==> src/rtl/bact_pkg.sv <==
// Package for the bump arena commit tracker: widths, codes, item types and the
// command/status structs between controller and datapath. No dependencies.
`timescale 1ns / 1ps
`default_nettype none

package bact_pkg;

    localparam int OFF_W     = 32;
    localparam int CFG_IDX_W = 1;
    localparam int DIV_CNT_W = $clog2(OFF_W);

    localparam logic [CFG_IDX_W-1:0] CFG_RESERVED_SIZE = 1'b0;
    localparam logic [CFG_IDX_W-1:0] CFG_COMMIT_GRAN   = 1'b1;

    localparam logic [OFF_W-1:0] RESERVED_RST = OFF_W'(268435456);
    localparam logic [OFF_W-1:0] GRAN_RST     = OFF_W'(4096);

    localparam logic [2:0] ACT_PUSH    = 3'd0;
    localparam logic [2:0] ACT_ALIGNED = 3'd1;
    localparam logic [2:0] ACT_RESERVE = 3'd2;
    localparam logic [2:0] ACT_GROWTH  = 3'd3;
    localparam logic [2:0] ACT_RESET   = 3'd4;
    localparam logic [2:0] ACT_QUERY   = 3'd5;

    typedef enum logic [1:0] {
        ST_OK        = 2'd0,
        ST_BAD_SIZE  = 2'd1,
        ST_NO_MEM    = 2'd2,
        ST_BAD_PARAM = 2'd3
    } t_status;

    typedef struct packed {
        logic [2:0]       action;
        logic [OFF_W-1:0] size;
        logic [OFF_W-1:0] alignment;
        logic [OFF_W-1:0] capacity_target;
        logic [OFF_W-1:0] expected_total;
    } t_in_item;

    typedef struct packed {
        t_status          status;
        logic [OFF_W-1:0] block_offset;
        logic [OFF_W-1:0] allocated_now;
        logic [OFF_W-1:0] committed_now;
        logic [OFF_W-1:0] headroom;
        logic             fits;
    } t_out_item;

    // Source of the bump operand.
    typedef enum logic [1:0] {
        OP_SIZE    = 2'd0,
        OP_ONE     = 2'd1,
        OP_PAD     = 2'd2,
        OP_SIZE_M1 = 2'd3
    } t_op_sel;

    // Source of the watermark target.
    typedef enum logic [1:0] {
        TGT_CAP    = 2'd0,
        TGT_GROWTH = 2'd1,
        TGT_END    = 2'd2
    } t_tgt_sel;

    typedef struct packed {
        logic     capture;
        logic     op_ld;
        t_op_sel  op_sel;
        logic     align_ld;
        logic     tgt_ld;
        t_tgt_sel tgt_sel;
        logic     bump_commit;
        logic     where_alloc;
        logic     clr_alloc;
        logic     div_start;
        logic     grow_commit;
        logic     finish;
        t_status  fin_status;
    } t_cmd;

    typedef struct packed {
        logic [2:0] action;
        logic       in_valid;
        logic       op_zero;
        logic       end_over;
        logic       end_above;
        logic       tgt_over;
        logic       tgt_covered;
        logic       align_bad;
        logic       pad_gt1;
        logic       size_gt1;
        logic       div_done;
        logic       out_free;
    } t_sts;

endpackage

`default_nettype wire

==> src/rtl/bact_ifs.sv <==
// Valid/ready channel interfaces for input and result items.
// Depends on bact_pkg for the payload types.
`timescale 1ns / 1ps
`default_nettype none

interface bact_in_if;
    logic               valid;
    logic               ready;
    bact_pkg::t_in_item data;

    modport source (output valid, output data, input ready);
    modport sink   (input valid, input data, output ready);
endinterface

interface bact_out_if;
    logic                valid;
    logic                ready;
    bact_pkg::t_out_item data;

    modport source (output valid, output data, input ready);
    modport sink   (input valid, input data, output ready);
endinterface

`default_nettype wire

==> src/rtl/bact_div.sv <==
// Radix-2 restoring remainder unit, one quotient bit per cycle.
// Depends on bact_pkg for widths.
`timescale 1ns / 1ps
`default_nettype none

module bact_div (
    input  wire logic                       i_clk,
    input  wire logic                       i_rst_n,
    input  wire logic                       i_start,
    input  wire logic [bact_pkg::OFF_W-1:0] i_dividend,
    input  wire logic [bact_pkg::OFF_W-1:0] i_divisor,
    output logic                            o_done,
    output logic [bact_pkg::OFF_W-1:0]      o_rem
);

    localparam logic [bact_pkg::DIV_CNT_W-1:0] CNT_LAST =
        bact_pkg::DIV_CNT_W'(bact_pkg::OFF_W - 1);

    logic                            r_busy;
    logic                            r_done;
    logic [bact_pkg::DIV_CNT_W-1:0]  r_cnt;
    logic [bact_pkg::OFF_W-1:0]      r_dvd;
    logic [bact_pkg::OFF_W-1:0]      r_dvs;
    logic [bact_pkg::OFF_W-1:0]      r_rem;

    logic [bact_pkg::OFF_W:0]        w_trial;
    logic [bact_pkg::OFF_W:0]        w_diff;
    logic [bact_pkg::OFF_W-1:0]      n_rem;

    always_comb begin
        w_trial = {r_rem, r_dvd[bact_pkg::OFF_W-1]};
        w_diff  = w_trial - {1'b0, r_dvs};
        if (w_trial >= {1'b0, r_dvs}) begin
            n_rem = w_diff[bact_pkg::OFF_W-1:0];
        end else begin
            n_rem = w_trial[bact_pkg::OFF_W-1:0];
        end
    end

    always_ff @(posedge i_clk) begin
        if (!i_rst_n) begin
            r_busy <= 1'b0;
            r_done <= 1'b0;
            r_cnt  <= '0;
        end else begin
            r_done <= 1'b0;
            if (i_start) begin
                r_busy <= 1'b1;
                r_cnt  <= '0;
            end else if (r_busy) begin
                r_cnt <= r_cnt + 1'b1;
                if (r_cnt == CNT_LAST) begin
                    r_busy <= 1'b0;
                    r_done <= 1'b1;
                end
            end
        end
    end

    always_ff @(posedge i_clk) begin
        if (i_start) begin
            r_dvd <= i_dividend;
            r_dvs <= i_divisor;
            r_rem <= '0;
        end else if (r_busy) begin
            r_rem <= n_rem;
            r_dvd <= {r_dvd[bact_pkg::OFF_W-2:0], 1'b0};
        end
    end

    assign o_done = r_done;
    assign o_rem  = r_rem;

endmodule

`default_nettype wire

==> src/rtl/bact_datapath.sv <==
// Datapath: configuration, allocated offset, committed watermark, operand and
// target registers, the remainder unit and the result register. Uses bact_pkg, bact_div.
`timescale 1ns / 1ps
`default_nettype none

module bact_datapath (
    input  wire logic                           i_clk,
    input  wire logic                           i_rst_n,
    input  wire logic                           i_cfg_we,
    input  wire logic [bact_pkg::CFG_IDX_W-1:0] i_cfg_idx,
    input  wire logic [bact_pkg::OFF_W-1:0]     i_cfg_data,
    input  wire logic                           i_in_valid,
    input  bact_pkg::t_in_item                  i_in_data,
    output logic                                o_out_valid,
    input  wire logic                           i_out_ready,
    output bact_pkg::t_out_item                 o_out_data,
    input  bact_pkg::t_cmd                      i_cmd,
    output bact_pkg::t_sts                      o_sts
);

    localparam int W = bact_pkg::OFF_W;

    logic [W-1:0]        r_res_size;
    logic [W-1:0]        r_gran;
    logic [W-1:0]        r_alloc;
    logic [W-1:0]        r_comm;
    logic                r_out_valid;
    bact_pkg::t_in_item  r_in;
    logic [W-1:0]        r_am1;
    logic [W-1:0]        r_cur;
    logic [W:0]          r_where;
    logic [W-1:0]        r_op;
    logic [W:0]          r_target;
    logic [W-1:0]        r_pad;
    bact_pkg::t_out_item r_out;

    logic [W-1:0]        w_gran_eff;
    logic [W-3:0]        w_rnd_hi;
    logic [W:0]          w_rnd;
    logic [W+1:0]        w_end;
    logic [W:0]          w_aligned;
    logic [W:0]          w_pad_m1;
    logic [W-1:0]        w_size_m1;
    logic [W:0]          w_dbl;
    logic [W:0]          w_quarter;
    logic [W:0]          w_grow_tgt;
    logic [W-1:0]        w_needed;
    logic [W:0]          w_next;
    logic [W-1:0]        w_grown;
    logic [W:0]          w_hdiff;
    logic [W-1:0]        w_head;
    logic                w_fits;
    logic                w_div_done;
    logic [W-1:0]        w_rem;

    always_comb begin
        w_gran_eff = (r_gran == '0) ? W'(1) : r_gran;
        // Round the operand up to a multiple of eight.
        w_rnd_hi   = {1'b0, r_op[W-1:3]} + (W-2)'(|r_op[2:0]);
        w_rnd      = {w_rnd_hi, 3'b000};
        w_end      = {2'b00, r_alloc} + {1'b0, w_rnd};
        w_aligned  = ({1'b0, r_alloc} + {1'b0, r_am1}) & ~{1'b0, r_am1};
        // Padding minus one, as one add: where + ~cur.
        w_pad_m1   = r_where + ~{1'b0, r_cur};
        w_size_m1  = r_in.size - W'(1);
        w_dbl      = {r_in.size, 1'b0};
        w_quarter  = {3'b000, r_in.expected_total[W-1:2]};
        w_grow_tgt = (w_dbl < w_quarter) ? w_quarter : w_dbl;
        w_needed   = r_target[W-1:0] - r_comm;
        w_next     = r_target + {1'b0, r_pad};
        w_grown    = (w_next > {1'b0, r_res_size}) ? r_res_size : w_next[W-1:0];
        w_hdiff    = {1'b0, r_res_size} - {1'b0, r_alloc};
        w_head     = w_hdiff[W] ? '0 : w_hdiff[W-1:0];
        w_fits     = ({1'b0, r_alloc} + {1'b0, r_in.size}) <= {1'b0, r_res_size};
    end

    bact_div u_div (
        .i_clk      (i_clk),
        .i_rst_n    (i_rst_n),
        .i_start    (i_cmd.div_start),
        .i_dividend (w_needed),
        .i_divisor  (w_gran_eff),
        .o_done     (w_div_done),
        .o_rem      (w_rem)
    );

    always_ff @(posedge i_clk) begin
        if (!i_rst_n) begin
            r_res_size  <= bact_pkg::RESERVED_RST;
            r_gran      <= bact_pkg::GRAN_RST;
            r_alloc     <= '0;
            r_comm      <= '0;
            r_out_valid <= 1'b0;
        end else begin
            if (i_cfg_we) begin
                unique case (i_cfg_idx)
                    bact_pkg::CFG_RESERVED_SIZE: r_res_size <= i_cfg_data;
                    bact_pkg::CFG_COMMIT_GRAN:   r_gran     <= i_cfg_data;
                endcase
            end
            if (i_cmd.clr_alloc) begin
                r_alloc <= '0;
            end else if (i_cmd.bump_commit) begin
                r_alloc <= w_end[W-1:0];
            end
            if (i_cmd.grow_commit) begin
                r_comm <= w_grown;
            end
            if (i_cmd.finish) begin
                r_out_valid <= 1'b1;
            end else if (i_out_ready) begin
                r_out_valid <= 1'b0;
            end
        end
    end

    always_ff @(posedge i_clk) begin
        if (i_cmd.capture) begin
            r_in    <= i_in_data;
            r_am1   <= i_in_data.alignment - W'(1);
            r_where <= '0;
        end
        if (i_cmd.align_ld) begin
            r_cur   <= r_alloc;
            r_where <= w_aligned;
        end
        if (i_cmd.bump_commit && i_cmd.where_alloc) begin
            r_where <= {1'b0, r_alloc};
        end
        if (i_cmd.op_ld) begin
            unique case (i_cmd.op_sel)
                bact_pkg::OP_SIZE:    r_op <= r_in.size;
                bact_pkg::OP_ONE:     r_op <= W'(1);
                bact_pkg::OP_PAD:     r_op <= w_pad_m1[W-1:0];
                bact_pkg::OP_SIZE_M1: r_op <= w_size_m1;
            endcase
        end
        if (i_cmd.tgt_ld) begin
            case (i_cmd.tgt_sel)
                bact_pkg::TGT_CAP:    r_target <= {1'b0, r_in.capacity_target};
                bact_pkg::TGT_GROWTH: r_target <= w_grow_tgt;
                default:              r_target <= w_end[W:0];
            endcase
        end
        if (w_div_done) begin
            r_pad <= (w_rem == '0) ? '0 : (w_gran_eff - w_rem);
        end
        if (i_cmd.finish) begin
            r_out.status        <= i_cmd.fin_status;
            r_out.block_offset  <= (i_cmd.fin_status == bact_pkg::ST_OK) ?
                                   r_where[W-1:0] : '0;
            r_out.allocated_now <= r_alloc;
            r_out.committed_now <= r_comm;
            r_out.headroom      <= w_head;
            r_out.fits          <= w_fits;
        end
    end

    always_comb begin
        o_sts.action      = r_in.action;
        o_sts.in_valid    = i_in_valid;
        o_sts.op_zero     = (r_op == '0);
        o_sts.end_over    = (w_end > {2'b00, r_res_size});
        o_sts.end_above   = (w_end > {2'b00, r_comm});
        o_sts.tgt_over    = (r_target > {1'b0, r_res_size});
        o_sts.tgt_covered = ({1'b0, r_comm} >= r_target);
        o_sts.align_bad   = (r_in.alignment == '0) || ((r_in.alignment & r_am1) != '0);
        o_sts.pad_gt1     = (w_pad_m1 != '0) && (w_pad_m1 != '1);
        o_sts.size_gt1    = (r_in.size > W'(1));
        o_sts.div_done    = w_div_done;
        o_sts.out_free    = !r_out_valid || i_out_ready;
    end

    assign o_out_valid = r_out_valid;
    assign o_out_data  = r_out;

endmodule

`default_nettype wire

==> src/rtl/bact_ctrl.sv <==
// Controller state machine: sequences decode, sub-pushes, watermark growth and
// result hand-off. Uses bact_pkg for command and status structs.
`timescale 1ns / 1ps
`default_nettype none

module bact_ctrl (
    input  wire logic     i_clk,
    input  wire logic     i_rst_n,
    input  bact_pkg::t_sts i_sts,
    output bact_pkg::t_cmd o_cmd,
    output logic          o_in_ready
);

    typedef enum logic [3:0] {
        S_IDLE,
        S_DISPATCH,
        S_BUMP,
        S_RESERVE,
        S_GROW_START,
        S_DIV,
        S_GROW,
        S_NEXT,
        S_FINISH
    } t_state;

    // Sub-push of an aligned push: one byte, padding, body.
    typedef enum logic [1:0] {
        PH_ONE_BYTE,
        PH_PADDING,
        PH_BODY
    } t_phase;

    t_state            r_state, n_state;
    t_phase            r_phase, n_phase;
    bact_pkg::t_status r_fin, n_fin;
    logic              r_in_ready, n_in_ready;

    always_comb begin
        n_state    = r_state;
        n_phase    = r_phase;
        n_fin      = r_fin;
        n_in_ready = r_in_ready;
        o_cmd      = '0;
        o_cmd.fin_status = r_fin;

        unique case (r_state)
            S_IDLE: begin
                if (r_in_ready && i_sts.in_valid) begin
                    o_cmd.capture = 1'b1;
                    n_in_ready    = 1'b0;
                    n_state       = S_DISPATCH;
                end
            end
            S_DISPATCH: begin
                n_phase = PH_ONE_BYTE;
                unique case (i_sts.action)
                    bact_pkg::ACT_PUSH: begin
                        o_cmd.op_ld  = 1'b1;
                        o_cmd.op_sel = bact_pkg::OP_SIZE;
                        n_state      = S_BUMP;
                    end
                    bact_pkg::ACT_ALIGNED: begin
                        if (i_sts.align_bad) begin
                            n_fin   = bact_pkg::ST_BAD_PARAM;
                            n_state = S_FINISH;
                        end else begin
                            o_cmd.align_ld = 1'b1;
                            o_cmd.op_ld    = 1'b1;
                            o_cmd.op_sel   = bact_pkg::OP_ONE;
                            n_state        = S_BUMP;
                        end
                    end
                    bact_pkg::ACT_RESERVE: begin
                        o_cmd.tgt_ld  = 1'b1;
                        o_cmd.tgt_sel = bact_pkg::TGT_CAP;
                        n_state       = S_RESERVE;
                    end
                    bact_pkg::ACT_GROWTH: begin
                        o_cmd.tgt_ld  = 1'b1;
                        o_cmd.tgt_sel = bact_pkg::TGT_GROWTH;
                        n_state       = S_RESERVE;
                    end
                    bact_pkg::ACT_RESET: begin
                        o_cmd.clr_alloc = 1'b1;
                        n_fin           = bact_pkg::ST_OK;
                        n_state         = S_FINISH;
                    end
                    bact_pkg::ACT_QUERY: begin
                        n_fin   = bact_pkg::ST_OK;
                        n_state = S_FINISH;
                    end
                    default: begin
                        n_fin   = bact_pkg::ST_BAD_PARAM;
                        n_state = S_FINISH;
                    end
                endcase
            end
            S_BUMP: begin
                priority if (i_sts.op_zero) begin
                    n_fin   = bact_pkg::ST_BAD_SIZE;
                    n_state = S_FINISH;
                end else if (i_sts.end_over) begin
                    n_fin   = bact_pkg::ST_NO_MEM;
                    n_state = S_FINISH;
                end else begin
                    o_cmd.bump_commit = 1'b1;
                    o_cmd.where_alloc = (i_sts.action == bact_pkg::ACT_PUSH);
                    o_cmd.tgt_ld      = 1'b1;
                    o_cmd.tgt_sel     = bact_pkg::TGT_END;
                    n_state           = i_sts.end_above ? S_GROW_START : S_NEXT;
                end
            end
            S_RESERVE: begin
                priority if (i_sts.tgt_over) begin
                    n_fin   = bact_pkg::ST_BAD_PARAM;
                    n_state = S_FINISH;
                end else if (i_sts.tgt_covered) begin
                    n_fin   = bact_pkg::ST_OK;
                    n_state = S_FINISH;
                end else begin
                    n_state = S_GROW_START;
                end
            end
            S_GROW_START: begin
                o_cmd.div_start = 1'b1;
                n_state         = S_DIV;
            end
            S_DIV: begin
                if (i_sts.div_done) begin
                    n_state = S_GROW;
                end
            end
            S_GROW: begin
                o_cmd.grow_commit = 1'b1;
                n_state           = S_NEXT;
            end
            S_NEXT: begin
                n_fin   = bact_pkg::ST_OK;
                n_state = S_FINISH;
                if (i_sts.action == bact_pkg::ACT_ALIGNED) begin
                    unique case (r_phase)
                        PH_ONE_BYTE: begin
                            priority if (i_sts.pad_gt1) begin
                                o_cmd.op_ld  = 1'b1;
                                o_cmd.op_sel = bact_pkg::OP_PAD;
                                n_phase      = PH_PADDING;
                                n_state      = S_BUMP;
                            end else if (i_sts.size_gt1) begin
                                o_cmd.op_ld  = 1'b1;
                                o_cmd.op_sel = bact_pkg::OP_SIZE_M1;
                                n_phase      = PH_BODY;
                                n_state      = S_BUMP;
                            end else begin
                                n_state = S_FINISH;
                            end
                        end
                        PH_PADDING: begin
                            if (i_sts.size_gt1) begin
                                o_cmd.op_ld  = 1'b1;
                                o_cmd.op_sel = bact_pkg::OP_SIZE_M1;
                                n_phase      = PH_BODY;
                                n_state      = S_BUMP;
                            end
                        end
                        default: begin
                            n_state = S_FINISH;
                        end
                    endcase
                end
            end
            S_FINISH: begin
                if (i_sts.out_free) begin
                    o_cmd.finish = 1'b1;
                    n_in_ready   = 1'b1;
                    n_state      = S_IDLE;
                end
            end
            default: begin
                n_state = S_IDLE;
            end
        endcase
    end

    always_ff @(posedge i_clk) begin
        if (!i_rst_n) begin
            r_state    <= S_IDLE;
            r_phase    <= PH_ONE_BYTE;
            r_fin      <= bact_pkg::ST_OK;
            r_in_ready <= 1'b1;
        end else begin
            r_state    <= n_state;
            r_phase    <= n_phase;
            r_fin      <= n_fin;
            r_in_ready <= n_in_ready;
        end
    end

    assign o_in_ready = r_in_ready;

endmodule

`default_nettype wire

==> src/rtl/bump_arena_commit_tracker.sv <==
// Each watermark growth adds a pass through the 32-step remainder unit, and an
// aligned push runs up to three sub-pushes. Throughput: one item at a time; the
// next item is taken once the result is in the output register, while that result
// still waits to be taken.
// Reset (synchronous, active low) clears both offsets and loads the default window
// and commit granularity.
`timescale 1ns / 1ps
`default_nettype none

module bump_arena_commit_tracker (
    input  wire logic                           i_clk,
    input  wire logic                           i_rst_n,
    bact_in_if.sink                             i_in,
    bact_out_if.source                          o_out,
    input  wire logic                           i_cfg_we,
    input  wire logic [bact_pkg::CFG_IDX_W-1:0] i_cfg_idx,
    input  wire logic [bact_pkg::OFF_W-1:0]     i_cfg_data
);

    // The controller owns the sequence of one item: decode, up to three
    // sub-pushes, and for each push or reserve that raises the watermark, a
    // remainder pass over the commit granularity. The datapath holds all
    // arithmetic and arena state and reports comparison flags back.

    bact_pkg::t_cmd w_cmd;
    bact_pkg::t_sts w_sts;
    logic           w_in_ready;

    bact_ctrl u_ctrl (
        .i_clk      (i_clk),
        .i_rst_n    (i_rst_n),
        .i_sts      (w_sts),
        .o_cmd      (w_cmd),
        .o_in_ready (w_in_ready)
    );

    // The result register in the datapath decouples the output side, so a new
    // item is taken while the previous result is still held.
    bact_datapath u_dp (
        .i_clk       (i_clk),
        .i_rst_n     (i_rst_n),
        .i_cfg_we    (i_cfg_we),
        .i_cfg_idx   (i_cfg_idx),
        .i_cfg_data  (i_cfg_data),
        .i_in_valid  (i_in.valid),
        .i_in_data   (i_in.data),
        .o_out_valid (o_out.valid),
        .i_out_ready (o_out.ready),
        .o_out_data  (o_out.data),
        .i_cmd       (w_cmd),
        .o_sts       (w_sts)
    );

    assign i_in.ready = w_in_ready;

`ifndef SYNTHESIS
    // Only one item is in flight: an accept always closes the input side.
    a_one_in_flight: assert property (@(posedge i_clk) disable iff (!i_rst_n)
        (i_in.valid && i_in.ready) |=> !i_in.ready)
        else $error("input accepted while an item is in flight");

    // The watermark moves only once the remainder pass has finished.
    a_grow_after_div: assert property (@(posedge i_clk) disable iff (!i_rst_n)
        w_cmd.grow_commit |-> $past(w_sts.div_done))
        else $error("watermark grown without a finished remainder");

    // A failed item never reports a granted block.
    a_fail_no_block: assert property (@(posedge i_clk) disable iff (!i_rst_n)
        o_out.valid |-> (o_out.data.status == bact_pkg::ST_OK) ||
                        (o_out.data.block_offset == '0))
        else $error("block offset reported on a failed item");

    // A new result is only written when the output register can take it.
    a_finish_free: assert property (@(posedge i_clk) disable iff (!i_rst_n)
        w_cmd.finish |-> w_sts.out_free)
        else $error("result overwritten before it was taken");
`endif

endmodule

`default_nettype wire

==> src/flat_wrapper.sv <==
// flat-port wrapper written by rule: the top's interface ports become plain ports
module bump_arena_commit_tracker_flat 
  (i_clk, i_rst_n, i_cfg_we, i_cfg_idx, i_cfg_data, i_in_valid, i_in_data, i_in_ready, o_out_valid, o_out_data, o_out_ready);
  bact_in_if i_in_i ();
  bact_out_if o_out_i ();
  input  wire logic i_clk;
  input  wire logic i_rst_n;
  input  wire logic i_cfg_we;
  input  wire logic [bact_pkg::CFG_IDX_W-1:0] i_cfg_idx;
  input  wire logic [bact_pkg::OFF_W-1:0] i_cfg_data;
  input wire logic [$bits(i_in_i.valid)-1:0] i_in_valid;
  input wire logic [$bits(i_in_i.data)-1:0] i_in_data;
  output wire logic [$bits(i_in_i.ready)-1:0] i_in_ready;
  output wire logic [$bits(o_out_i.valid)-1:0] o_out_valid;
  output wire logic [$bits(o_out_i.data)-1:0] o_out_data;
  input wire logic [$bits(o_out_i.ready)-1:0] o_out_ready;
  assign i_in_i.valid = i_in_valid;
  assign i_in_i.data = i_in_data;
  assign i_in_ready = i_in_i.ready;
  assign o_out_valid = o_out_i.valid;
  assign o_out_data = o_out_i.data;
  assign o_out_i.ready = o_out_ready;
  bump_arena_commit_tracker u_core (.i_clk(i_clk), .i_rst_n(i_rst_n), .i_in(i_in_i), .o_out(o_out_i), .i_cfg_we(i_cfg_we), .i_cfg_idx(i_cfg_idx), .i_cfg_data(i_cfg_data));
endmodule
==> config.mk <==
export PLATFORM = sky130hd
export DESIGN_NAME = bump_arena_commit_tracker_flat
export DESIGN_NICKNAME = d
export VERILOG_FILES = /design/src/rtl/bact_pkg.sv /design/src/rtl/bact_ifs.sv /design/src/rtl/bact_div.sv /design/src/rtl/bact_datapath.sv /design/src/rtl/bact_ctrl.sv /design/src/rtl/bump_arena_commit_tracker.sv /design/src/flat_wrapper.sv
export SDC_FILE = /design/constraint.sdc
export NUM_CORES = 2
export LEC_CHECK = 0
export BUFFER_PORTS_ARGS = -buffer_cell sky130_fd_sc_hd__buf_2
export CORE_ASPECT_RATIO = 0.9
export CORE_UTILIZATION = 69
export CTS_BUF_LIST = sky130_fd_sc_hd__clkbuf_4 sky130_fd_sc_hd__clkbuf_8
export CTS_CLUSTER_DIAMETER = 40
export DETAILED_ROUTE_END_ITERATION = 8
export GPL_ROUTABILITY_DRIVEN = 0
export PLACE_DENSITY = 0.9
export SYNTH_ARGS = -nofsm -noshare
export SYNTH_HDL_FRONTEND = slang
export SYNTH_SLANG_ARGS = --single-unit
==> constraint.sdc <==
create_clock -name i_clk -period 17.9 [get_ports i_clk]
set_input_delay 3.58 -clock i_clk [delete_from_list [all_inputs] [get_ports i_clk]]
set_output_delay 3.58 -clock i_clk [all_outputs]
set_load 0.02 [all_outputs]
==> run metrics <==
Final Max Slew Viols=0; cts repair resizes=0; Post-DRT Antenna Nets=0; Clock Sinks=680; Synth Cell Area=~0.045 mm²; worst-skew pair later-pin latency=0.81 ns; EDFF count, synth=about 510; leakage power=about 21 nW; Async SR Flop Fraction=0%; ranking of synthesized cells by area=edfxtp_1 34%, ha_1 14%, dfxtp_1 7.8%; largest family of logic cells by synthesized area=compound AO/OA/AOI/OAI gates; R2R Path End=u_core.u_dp.r_where[24]; HP Class=flop to flop; Reg clk slew, reported paths=roughly 0.070 ns; Seq/Total Area, Yosys=between 40% and 50%; failing checks=max-capacitance violations; MaxCap Viol Count=1; post-detail-place hpwl=107,000 µm; CP Depth=30; syn_area_per_cell=roughly 9.5 µm²; Cells on Worst Hold Path=2; predominant post-synthesis flop cell=edfxtp_1; post-layout min period=just under 9 ns; DIE AREA=roughly 0.066 mm²; std cell rows=approximately 90; RSZ-0062 raised after global routing=false; worst reg2reg path startpoint=u_core.u_dp.r_op[2]; Hold Startpoint=u_core.u_dp.r_res_size[3]; Buf+Inv Stages, Crit Path=3; drt wl/cell=24.0 µm; post-CTS setup buffer count=0; top cell type's share of synthesized area=roughly 34%; core footprint=~0.064 mm²; DRC Markers=0; Synth Area in Adders=14.1%; Synth Area in Compound Gates=between 10% and 20%; final wirelength=~140,000 µm; Arr. time, crit path=between 9 and 10 ns; die width=271 µm; crit path capture type=flop; CTS Buffer Depth=3; CTS Hold Buffers Added=0; CTS tree=yes; DP Cell Count=5,739; crit-path max FO=31; Yosys cell types=91; global-route wire length before repair=roughly 210,000 µm; Synth warnings=0; CP required=18.32 ns; final setup TNS=0 ns; H-tree lvl count=3; # IOs=around 300; Yosys reg bits=680; number of port buffers=293; Peak VDD IR=0.0727 mV; Top Family by Delay on Critical Path=compound AO/OA/AOI/OAI gates; Reg2Reg Setup Slack=9.10 ns; Finished Layout Cells=a little under 6k; final setup fails=0; CP max-delay cell=nor3_1; layout cell share with drive strength beyond 1=about an eighth; status=finished, violations left; Fmax=between 100 and 150 MHz; number of global-route vias before repair=between 30k and 40k; power density over the cells=just under 100 mW/mm²; Final period util=49.2%; Post-Synth XOR/XNOR Area=5.67%; cell repeated most along the worst path=ha_1; WHS Endpoint=u_core.u_dp.r_res_size[3]; die height=244 µm; vias per cell=6.79; Inserted Clock Buffers=between 100 and 150; CTS root buf=clkbuf_8; Final Hold Vio Count=0; CP max stage delay=0.60 ns; simple-gate portion of the synthesized area=between 10% and 20%; Power, Total=about 4.8 mW; Overall Global Routing Usage=between 40% and 50%; Via Count=just over 40k; cell count after synthesis=roughly 4.7k; initial core utilization=69.9%; mux cell area share after synthesis=less than 1%; final-stage net count=5,672; Critical Path Start Type=flop; FF-to-FF path depth=30; Clock Skew=about 0.066 ns; slew at the pin closest to its max-slew limit=around 1.5 ns; largest net degree at the start of global routing=99; Slew HR=under 10%; First DRT Iteration DRCs=6,085; antenna violations before repair=15; critical path class=flop to flop; area grow syn2layout=10.4%; drt first pass iters=8; GRT Residual Overflow=0; cell taking the most area after synthesis=edfxtp_1
-- per-layer routing --
| layer | part of all wire, % | track usage [%] |
|---|---|---|
| met5 | 0.045 | 0.292 |
| met4 | 6.2 | 21.8 |
| met3 | 17 | 14.6 |
| met2 | 41 | 59.5 |
| met1 | 37 | 57.2 |
-- through the flow --
stage	hold WS [ns]	instance area, µm²	worst slack (ns)	utilization (%)
2_1_floorplan	0.436	45000	9.45	-
3_3_place_gp	0.443	47100	9.90	73.3
3_5_place_dp	0.449	47100	9.64	73.3
4_1_cts	0.458	49600	9.57	77.2
5_1_grt	0.494	49700	8.87	77.2
6_report	0.457	49700	9.10	77.2
-- layout make-up --
type                    instances  area (µm²)
well taps                     855        1070
diodes                         16        40.0
inverters                     344        1300
flip-flops and latches        680       18700
multi-input cells            3533       24400
fillers                      4118       14600
clock buffers                 156        1940
repair buffers                327        1720
clock inverters                57         541
-- sequential cells by signal (all words and copies together) (netlist names), 30 cells and up --
name,cells
u_core.u_dp.r_in,126
u_core.u_dp.o_out_data,125
u_core.u_dp.r_target,33
u_core.u_dp.r_am1,32
u_core.u_dp.r_comm,32
u_core.u_dp.r_gran,32
u_core.u_dp.r_op,32
u_core.u_dp.r_pad,32
u_core.u_dp.r_res_size,32
u_core.u_dp.u_div.o_rem,32
u_core.u_dp.u_div.r_dvd,32
u_core.u_dp.u_div.r_dvs,32
u_core.u_dp.r_where,30
-- power breakdown --
part / internal (mW) / switching [mW] / total, mW
combinational: 0.508 / 0.792 / 1.30
sequential: 1.86 / 0.171 / 2.03
clock: 0.795 / 0.705 / 1.50
total: 3.17 / 1.67 / 4.83
-- worst reg2reg max path: cells and delay by family, from the launching register on --
family | cells | cell delay, ns
xor gates and xnor gates | 2 | 0.60
buffers and inverters | 3 | 0.81
AOI/OAI and AO/OA | 11 | 3.23
adders and majority gates | 4 | 1.13
and+or+nand+nor | 10 | 2.30
DFF | 1 | 0.33
-- cell families after synthesis --
group | after synthesis
AOI/OAI and AO/OA | 1335
muxes | 41
adders and majority gates | 501
buffers and inverters | 515
DFF | 680
xor gates and xnor gates | 291
and+or+nand+nor | 1359
other | 1
-- synthesized netlist by cell type, drive strengths merged, types with 53 or more instances --
cell type and count:
clkbuf 145, xnor2 171, a21oi 479, nand4 73, nor4 65, ha 492, inv 344, nand2 459
edfxtp 505, nor2 298, nor3 79, o21ai 240, xor2 120, nand2b 53, nand3 100, nor2b 53
a21o 182, dfxtp 175
-- placed cells by master (no fill, tap or decap), types with 12 or more instances in the layout --
| cell type | netlist | routed |
|---|---|---|
| clkbuf_4 | 0 | 33 |
| a211oi_1 | 47 | 47 |
| clkinv_1 | 0 | 12 |
| o31ai_1 | 38 | 38 |
| a22oi_1 | 15 | 15 |
| dfxtp_1 | 175 | 174 |
| nor4_1 | 64 | 63 |
| o21ai_0 | 237 | 236 |
| o21a_1 | 45 | 45 |
| and4_1 | 14 | 14 |
| or3_1 | 27 | 27 |
| nand4_1 | 73 | 73 |
| buf_2 | 10 | 293 |
| o211ai_1 | 46 | 46 |
| nor2b_1 | 53 | 52 |
| nand3_1 | 100 | 99 |
| o21bai_1 | 39 | 39 |
| nor2_1 | 298 | 296 |
| a21o_1 | 182 | 182 |
| diode_2 | 0 | 16 |
| nor3_1 | 79 | 78 |
| a211o_1 | 19 | 19 |
| clkbuf_8 | 0 | 123 |
| xnor2_1 | 171 | 170 |
| and3_1 | 30 | 29 |
| edfxtp_1 | 505 | 505 |
| a31oi_1 | 30 | 30 |
| or2_2 | 21 | 21 |
| or4_1 | 15 | 15 |
| nand2b_1 | 53 | 53 |
| and2_1 | 43 | 43 |
| mux2i_1 | 38 | 38 |
| xor2_1 | 120 | 120 |
| a21oi_1 | 478 | 476 |
| inv_1 | 343 | 341 |
| a221oi_1 | 17 | 17 |
| ha_1 | 492 | 492 |
| clkinv_2 | 0 | 16 |
| nand2_1 | 458 | 458 |
| buf_4 | 6 | 34 |
-- worst max-delay path by stage --
stage	from	to	slack, ns
after global placement	u_core.u_dp.r_op[2]	u_core.u_dp.r_where[27]	9.90
after CTS	u_core.u_dp.r_op[2]	u_core.u_dp.r_where[24]	9.57
after detailed placement	u_core.u_dp.r_op[2]	u_core.u_dp.r_where[27]	9.64
after global routing	u_core.u_dp.r_op[2]	u_core.u_dp.r_where[24]	8.87
final	u_core.u_dp.r_op[2]	u_core.u_dp.r_where[24]	9.10
after floorplan	i_in_valid	u_core.u_dp.r_where[10]	9.45
Power figures use the tool's default switching activity.
